===== src/hdl/tlca_pkg.sv =====
// Shared types, constants and helpers for the lowest-common-ancestor block.
// Used by tlca_front, tlca_back and tree_lowest_common_ancestor_top.
// No dependencies.
`timescale 1ns / 1ps
`default_nettype none

package tlca_pkg;

  // Tree size and lifting levels.
  localparam int NODES       = 1024;
  localparam int LOG         = 10;
  localparam int NODE_W      = 10;
  localparam int DEPTH_W     = 11;
  localparam int LVL_W       = $clog2(LOG + 1);
  localparam int ANC_ENTRIES = NODES * LOG;
  localparam int ANC_AW      = $clog2(ANC_ENTRIES);
  localparam int NODE_AW     = $clog2(NODES);

  // Stream widths.
  localparam int IN_DATA_W  = 40;
  localparam int IN_USER_W  = 1;
  localparam int OUT_DATA_W = 16;

  // Command codes carried on in_tuser.
  localparam logic CMD_INSERT = 1'b0;
  localparam logic CMD_QUERY  = 1'b1;

  // Depth of the queue between front and back.
  localparam int QUEUE_DEPTH = 2;
  localparam int QPTR_W      = $clog2(QUEUE_DEPTH);
  localparam int QCNT_W      = $clog2(QUEUE_DEPTH + 1);

  typedef logic [NODE_W-1:0]  node_t;
  typedef logic [DEPTH_W-1:0] depth_t;
  typedef logic [LVL_W-1:0]   lvl_t;
  typedef logic [ANC_AW-1:0]  anc_addr_t;

  localparam depth_t DEPTH_MAX = '1;

  // One classified command as it travels from front to back.
  // For an insert, node_a is the new node and node_b its parent.
  // For a query, node_a and node_b are the two queried nodes.
  typedef struct packed {
    logic  is_query;
    node_t node_a;
    node_t node_b;
  } op_t;

  // Address of one level of one node in the ancestor memory.
  function automatic anc_addr_t anc_addr(input node_t node, input lvl_t lvl);
    anc_addr = ANC_AW'(ANC_AW'(node) * ANC_AW'(LOG) + ANC_AW'(lvl));
  endfunction

endpackage

`default_nettype wire


===== src/hdl/tlca_front.sv =====
// Front end: accepts input transactions, classifies them and queues them.
// Depends on tlca_pkg.
`timescale 1ns / 1ps
`default_nettype none

module tlca_front (
  input  wire                                clk,
  input  wire                                rst_n,
  input  wire                                in_tvalid,
  output logic                               in_tready,
  // Fields from bit 0: new_node, parent_node, query_first, query_second.
  input  wire  [tlca_pkg::IN_DATA_W-1:0]     in_tdata,
  // Fields from bit 0: command.
  input  wire  [tlca_pkg::IN_USER_W-1:0]     in_tuser,
  output logic                               q_valid,
  output tlca_pkg::op_t                      q_op,
  input  wire                                q_pop
);
  import tlca_pkg::*;

  op_t               queue_r [QUEUE_DEPTH];
  logic [QPTR_W-1:0] wr_ptr_r, wr_ptr_nxt;
  logic [QPTR_W-1:0] rd_ptr_r, rd_ptr_nxt;
  logic [QCNT_W-1:0] count_r, count_nxt;
  op_t               op_in;
  logic              keep;
  logic              push;
  logic              pop;

  // Classify the incoming transaction; inserts of the sentinel are dropped.
  always_comb begin
    op_in.is_query = (in_tuser[0] == CMD_QUERY);
    if (op_in.is_query) begin
      op_in.node_a = in_tdata[3*NODE_W-1:2*NODE_W];
      op_in.node_b = in_tdata[4*NODE_W-1:3*NODE_W];
    end else begin
      op_in.node_a = in_tdata[NODE_W-1:0];
      op_in.node_b = in_tdata[2*NODE_W-1:NODE_W];
    end
    keep = op_in.is_query || (op_in.node_a != '0);
  end

  assign in_tready = (count_r != QCNT_W'(QUEUE_DEPTH));
  assign push      = in_tvalid && in_tready && keep;
  assign pop       = q_pop && (count_r != '0);
  assign q_valid   = (count_r != '0);
  assign q_op      = queue_r[rd_ptr_r];

  // Queue pointers and fill count.
  always_comb begin
    wr_ptr_nxt = push ? QPTR_W'(wr_ptr_r + 1'b1) : wr_ptr_r;
    rd_ptr_nxt = pop  ? QPTR_W'(rd_ptr_r + 1'b1) : rd_ptr_r;
    count_nxt  = count_r;
    if (push && !pop) begin
      count_nxt = QCNT_W'(count_r + 1'b1);
    end else if (pop && !push) begin
      count_nxt = QCNT_W'(count_r - 1'b1);
    end
  end

  always_ff @(posedge clk) begin
    if (!rst_n) begin
      wr_ptr_r <= '0;
      rd_ptr_r <= '0;
      count_r  <= '0;
    end else begin
      wr_ptr_r <= wr_ptr_nxt;
      rd_ptr_r <= rd_ptr_nxt;
      count_r  <= count_nxt;
    end
  end

  // Queue storage.
  always_ff @(posedge clk) begin
    if (push) begin
      queue_r[wr_ptr_r] <= op_in;
    end
  end

endmodule

`default_nettype wire


===== config.mk =====
export PLATFORM = sky130hd
export DESIGN_NAME = tlca_front
export DESIGN_NICKNAME = d
export VERILOG_FILES = /design/src/hdl/tlca_pkg.sv /design/src/hdl/tlca_front.sv
export SDC_FILE = /design/constraint.sdc
export NUM_CORES = 1
export LEC_CHECK = 0
export ABC_CLOCK_PERIOD_IN_PS = 2300
export BUFFER_PORTS_ARGS = -buffer_cell sky130_fd_sc_hd__buf_2
export CAP_MARGIN = 25
export CELL_PAD_IN_SITES_DETAIL_PLACEMENT = 1
export CELL_PAD_IN_SITES_GLOBAL_PLACEMENT = 1
export CORE_MARGIN = 1
export CORE_UTILIZATION = 40
export DETAILED_ROUTE_END_ITERATION = 16
export GPL_ROUTABILITY_DRIVEN = 0
export PLACE_DENSITY_LB_ADDON = 0.1
export SYNTH_ARGS = -nofsm -noshare
export SYNTH_HDL_FRONTEND = slang
export SYNTH_SLANG_ARGS = --single-unit

===== constraint.sdc =====
create_clock -name clk -period 2.3 [get_ports clk]
set_input_delay 0.46 -clock clk [delete_from_list [all_inputs] [get_ports clk]]
set_output_delay 0.46 -clock clk [all_outputs]
set_load 0.05 [all_outputs]

==> flow_metrics.tcl, run 1 <==
set metrics [dict create \
    synth_simple_gate_area_frac 0.0430 \
    dr.pass1.iters 3 \
    antenna_found_initial 0 \
    peakVddDrop_mv 0.747 \
    skew_ps 2.46 \
    tightest_slew_ps 414 \
    drive_gt1_frac 0.624 \
    grt_first_pass_wirelength_um 6200 \
    die_area_sq_um 5300 \
    cts_hold_buffers 0 \
    finalCritPeriodShare 0.860 \
    hold_class "input port to register" \
    finalHoldViolCount 0 \
    synth-adder-area-share 0.00624 \
    grt_pass1_vias 1344 \
    period_needed_ps 1980 \
    synth_area_per_cell_sq_um 17.0 \
    final_cell_mix "buf_2 (67), edfxtp_1 (42), mux2_2 (41)" \
    routed_wl_um 4010 \
    crit_type "register to primary output" \
    synth-compound-area-share 0.0131 \
    n_antenna_cell 0 \
    critPathCaptureType "primary output" \
    setup_viol 0 \
    post_cts_buffers 0 \
    clock.fmax_mhz 505 \
    synth_top_area_cell "edfxtp_1" \
    holdWs_ps 459 \
    initialDrtViolationCount 75 \
    cellPowerDensity_nw_per_um2 1070 \
    yosysSeqAreaShare 0.679 \
    clkTransAtPathRegs_ps 80 \
    synth_fp_nets 164 \
    cts_max_path_buffers 2 \
    setup-tns-final_ps 0 \
    required_ps 1840 \
    remaining_drc_errors 0 \
    fin_nets 239 \
    cts_tree "yes" \
    area_growth_pct 27.0 \
    ant_nets 0 \
    dr_total_vias 1256 \
    routedWlPerCell_um 15.4 \
    synthMuxAreaShare 0.230 \
    synth_top_family_by_area "multiplexers" \
    die_w_um 72.8 \
    drv_cap 0 \
    reg2reg_slack_ps 540 \
    cts-resized-gates 0 \
    synthTopCellsByArea "edfxtp_1 (63%), mux2_2 (23%), dfxtp_1 (5.0%)" \
    htreeDepth 2 \
    hpwl_um 2870 \
    n_fill_cell 517 \
    ios 68 \
    cp_max_fo 21 \
    rsz0062_at_grt "no" \
    power_w 0.00272 \
    synth-seq-cells 47 \
    core_sq_um 4790 \
    syn_area_sq_um 2010 \
    clock_latency_ps 290 \
    netlist_instances 118 \
    clock-sinks 47 \
    cts_inserted_buffers 5 \
    worstSetupStartpointType "register" \
    synth_top_area_frac 0.629 \
    die_h_um 72.8 \
    grt_max_degree 23 \
    placementRows 25 \
    grt_usage 0.163 \
    yosys_warnings 0 \
    initial_core_util 0.419 \
    overflow 0 \
    routed_via_density 4.81 \
    synthXorXnorAreaFrac 0.0131 \
    final_common_cell "buf_2" \
    power_leakage_nw 0.998 \
    slew-limit-headroom 0.721 \
    drv_slew 0 \
    synth_cell_type_count 22 \
    critPathArrivalTime_ps 1520 \
    io_buffers 67 \
    status "finished, final reports clean" \
    cts-root-buf "clkbuf_8" \
]
final cells by class:
class | count | area, sq um | area share
Sequential cell | 47 | 1360 | 0.534
Multi-Input combinational cell | 64 | 613 | 0.241
Timing Repair Buffer | 72 | 398 | 0.156
Tap cell | 67 | 83.8 | 0.0329
Clock buffer | 6 | 72.6 | 0.0285
Inverter | 3 | 11.3 | 0.00442
Clock inverter | 2 | 7.51 | 0.00295
report_power, final:
group | internal [W] | leakage, nW | switching, W
Clock | 0.000208 | 0.0403 | 0.000259
Sequential | 0.00108 | 0.434 | 0.0000400
Combinational | 0.000356 | 0.524 | 0.000778
Total | 0.00164 | 0.998 | 0.00108
cell families (layout without fill, tap and decap cells):
kind of cell               after synthesis  count (layout)
xor gates and xnor gates                 3               3
muxes                                   41              41
buffers and inverters                    7              83
adders and majority gates                1               1
AOI/OAI and AO/OA                        4               4
DFF                                     47              47
and+or+nand+nor                         15              15
synth_stat cells, drive strengths merged:
master / number
nand2: 1
inv: 3
nor3: 1
a21oi: 2
and3: 1
mux2: 41
ha: 1
nand2b: 1
nor2: 3
xor2: 3
buf: 4
and2: 2
a21o: 1
nand3: 2
o21ai: 1
or2: 1
dfxtp: 5
nor4: 2
or3: 1
edfxtp: 42
critical path, stage by stage, from the launching register on:
cell and delay [ps]:
dfxtp_1 320, buf_4 290, mux2_2 390, buf_2 210
worst paths after layout:
path,startpoint,to,depth (start not counted)
min,rst_n,rd_ptr_r,3
max reg2reg,count_r[0],count_r[1],6
min reg2reg,rd_ptr_r,rd_ptr_r,2
max,register,q_op[19],3
per-layer routing:
layer  part of all wire  global-route usage  vias up  routed length (um)
met3              0.050              0.0511        5                 200
met2               0.52               0.290       40                2100
met1               0.41               0.182      613                1650
li1                   -                   -      598                   -
met5                  0                   0        -                   0
met4              0.014              0.0654        0                  55
stage by stage:
| stage | setup slack (ps) | instances | cell area (sq um) | util |
|---|---|---|---|---|
| floorplan | 260 | 118 | 2010 | - |
| global placement | 160 | 253 | 2470 | 0.516 |
| detailed placement | 32.4 | 253 | 2470 | 0.516 |
| CTS | 282 | 261 | 2550 | 0.532 |
| global route | 242 | 261 | 2550 | 0.532 |
| finish | 321 | 261 | 2550 | 0.532 |
state kept, by name, summed over array words and instances, names as in the netlist, named ones only:
name and flops:
count_r 2, queue_r 42, rd_ptr_r 1, wr_ptr_r 1
No activity file was read; power rests on OpenSTA's default activity.
==> run 2, diff against run 1 <==
--- a/config.mk
+++ b/config.mk
@@ -5,9 +5,9 @@
 export SDC_FILE = /design/constraint.sdc
 export NUM_CORES = 1
 export LEC_CHECK = 0
-export ABC_CLOCK_PERIOD_IN_PS = 2300
-export BUFFER_PORTS_ARGS = -buffer_cell sky130_fd_sc_hd__buf_2
-export CAP_MARGIN = 25
+export ABC_CLOCK_PERIOD_IN_PS = 1830
+export BUFFER_PORTS_ARGS = -buffer_cell sky130_fd_sc_hd__clkbuf_2
+export CAP_MARGIN = 20
 export CELL_PAD_IN_SITES_DETAIL_PLACEMENT = 1
 export CELL_PAD_IN_SITES_GLOBAL_PLACEMENT = 1
 export CORE_MARGIN = 1
==> constraint.sdc (replaced) <==
create_clock -name clk -period 1.83 [get_ports clk]
set_input_delay 0.366 -clock clk [delete_from_list [all_inputs] [get_ports clk]]
set_output_delay 0.366 -clock clk [all_outputs]
set_load 0.05 [all_outputs]
==> run 2 against run 1 <==
Compared with the run above: combinational power is 31% higher; utilization is 0.52 points higher; critical path depth stayed put; clock skew is 3.8 ps higher.
==> flow_metrics.tcl, run 2 (synthesis results as in run 1) <==
set metrics [dict create \
    n_fill_cell 495 \
    grt_max_degree 23 \
    drv_slew 0 \
    utilization 0.538 \
    final_cell_mix "clkbuf_2 (48), edfxtp_1 (42), mux2_2 (41)" \
    cts_max_path_buffers 2 \
    remaining_drc_errors 0 \
    status "finished, final reports clean" \
    area_growth_pct 28.3 \
    pre_cts_ws_ps -186 \
    clock_latency_ps 300 \
    cts-root-buf "clkbuf_8" \
    whs_path_depth 3 \
    crit_type "register to primary output" \
    core_sq_um 4790 \
    grt_usage 0.162 \
    cts_hold_buffers 0 \
    power_leakage_nw 1.03 \
    dr_total_vias 1264 \
    crit_cells 3 \
    overflow 0 \
    die_area_sq_um 5300 \
    worst-path-buf-inv 2 \
    skew_ps 6.27 \
    setup_ws_ps 67.4 \
    antenna_found_initial 0 \
    path_delay_family "buffers and inverters" \
    cts-resized-gates 0 \
    critPathArrivalTime_ps 1400 \
    n_antenna_cell 0 \
    dpl-instance-area_sq_um 2480 \
    ant_nets 0 \
    hold_class "input port to register" \
    path_cells "buf_6 -> mux2_2 -> buf_2" \
    power_w 0.00349 \
    clkTransAtPathRegs_ps 80 \
    hpwl_um 3070 \
    drive_gt1_frac 0.646 \
    crit_slowest_cell "dfxtp_1" \
    die_h_um 72.8 \
    reg2reg_slack_ps 100 \
    largest_reg_flops 42 \
    critPathCaptureType "primary output" \
    critical_path.max_stage_delay_ps 360 \
    finalHoldViolCount 0 \
    cts_inserted_buffers 5 \
    required_ps 1460 \
    post_cts_buffers 0 \
    routedWlPerCell_um 15.3 \
    routed_via_density 4.77 \
    initialDrtViolationCount 61 \
    fin_nets 243 \
    seq_area_sq_um 1360 \
    cts_tree "yes" \
    dr.pass1.iters 2 \
    grt_first_pass_wirelength_um 6230 \
    ios 68 \
    final_common_cell "clkbuf_2" \
    cellPowerDensity_nw_per_um2 1360 \
    final_area_sq_um 2570 \
    clock-sinks 47 \
    clock.fmax_mhz 567 \
    initial_core_util 0.419 \
    slew-limit-headroom 0.636 \
    die_w_um 72.8 \
    grt_pass1_vias 1354 \
    placementRows 25 \
    setup-tns-final_ps 0 \
    setup_viol 0 \
    worstSetupStartpointType "register" \
    htreeDepth 2 \
    drv_cap 0 \
    period_needed_ps 1760 \
    r2r_cells 7 \
    io_buffers 67 \
    multi_input_area_sq_um 622 \
    peakVddDrop_mv 0.615 \
    routed_wl_um 4070 \
    cp_max_fo 11 \
    regMostFlops "queue_r" \
    rsz0062_at_grt "yes" \
    tightest_slew_ps 546 \
    reg.largest.list "queue_r x42, count_r x2" \
    finalCritPeriodShare 0.963 \
]
==> run 2: changes by cell type in the layout (fill, tap and decap cells not counted) <==
cell,delta
nand2b_4,+1
buf_6,+2
dfxtp_2,+1
and3_1,-1
buf_12,-2
dfxtp_1,-1
and3_2,+1
buf_4,+4
clkbuf_4,+1
buf_2,-49
nand2b_1,-1
clkbuf_2,+48
==> run 2: area by class of cell <==
type / count / area share
sequential: 47 / 0.530
multi-input combinational: 64 / 0.242
timing repair buffer: 76 / 0.161
tap: 67 / 0.0326
clock buffer: 6 / 0.0282
inverter: 3 / 0.00438
clock inverter: 2 / 0.00292
==> run 2: path summary, 6_finish.rpt <==
path                 to  startpoint
max reg2reg  count_r[1]  count_r[0]
max            q_op[11]    register
min            rd_ptr_r       rst_n
min reg2reg    rd_ptr_r    rd_ptr_r
==> run 2: stage by stage <==
step	hold slack (ps)	instances
floorplan	465	118
global placement	497	257
detailed placement	509	257
CTS	375	265
global route	378	265
finish	377	265
==> run 2: where the power goes <==
| part | switching (W) | internal [W] | total (W) |
|---|---|---|---|
| combinational | 0.000991 | 0.000491 | 0.00148 |
| clock | 0.000328 | 0.000261 | 0.000589 |
| sequential | 0.0000611 | 0.00136 | 0.00142 |
| total | 0.00138 | 0.00211 | 0.00349 |
==> run 2: worst reg2reg max path: stages (launching register included) <==
cell and delay, ps:
dfxtp_2 350, nand2b_4 140, and2_1 200, and2_1 180
ha_1 200, xor2_1 160, or3_1 310, a21oi_1 140
==> run 2: per-layer routing <==
layer | vias up | part of all wire | GRT usage
met1 | 607 | 0.39 | 0.167
li1 | 608 | - | -
met3 | 5 | 0.060 | 0.0525
met5 | - | 0 | 0
met4 | 0 | 0.0081 | 0.0392
met2 | 44 | 0.54 | 0.314
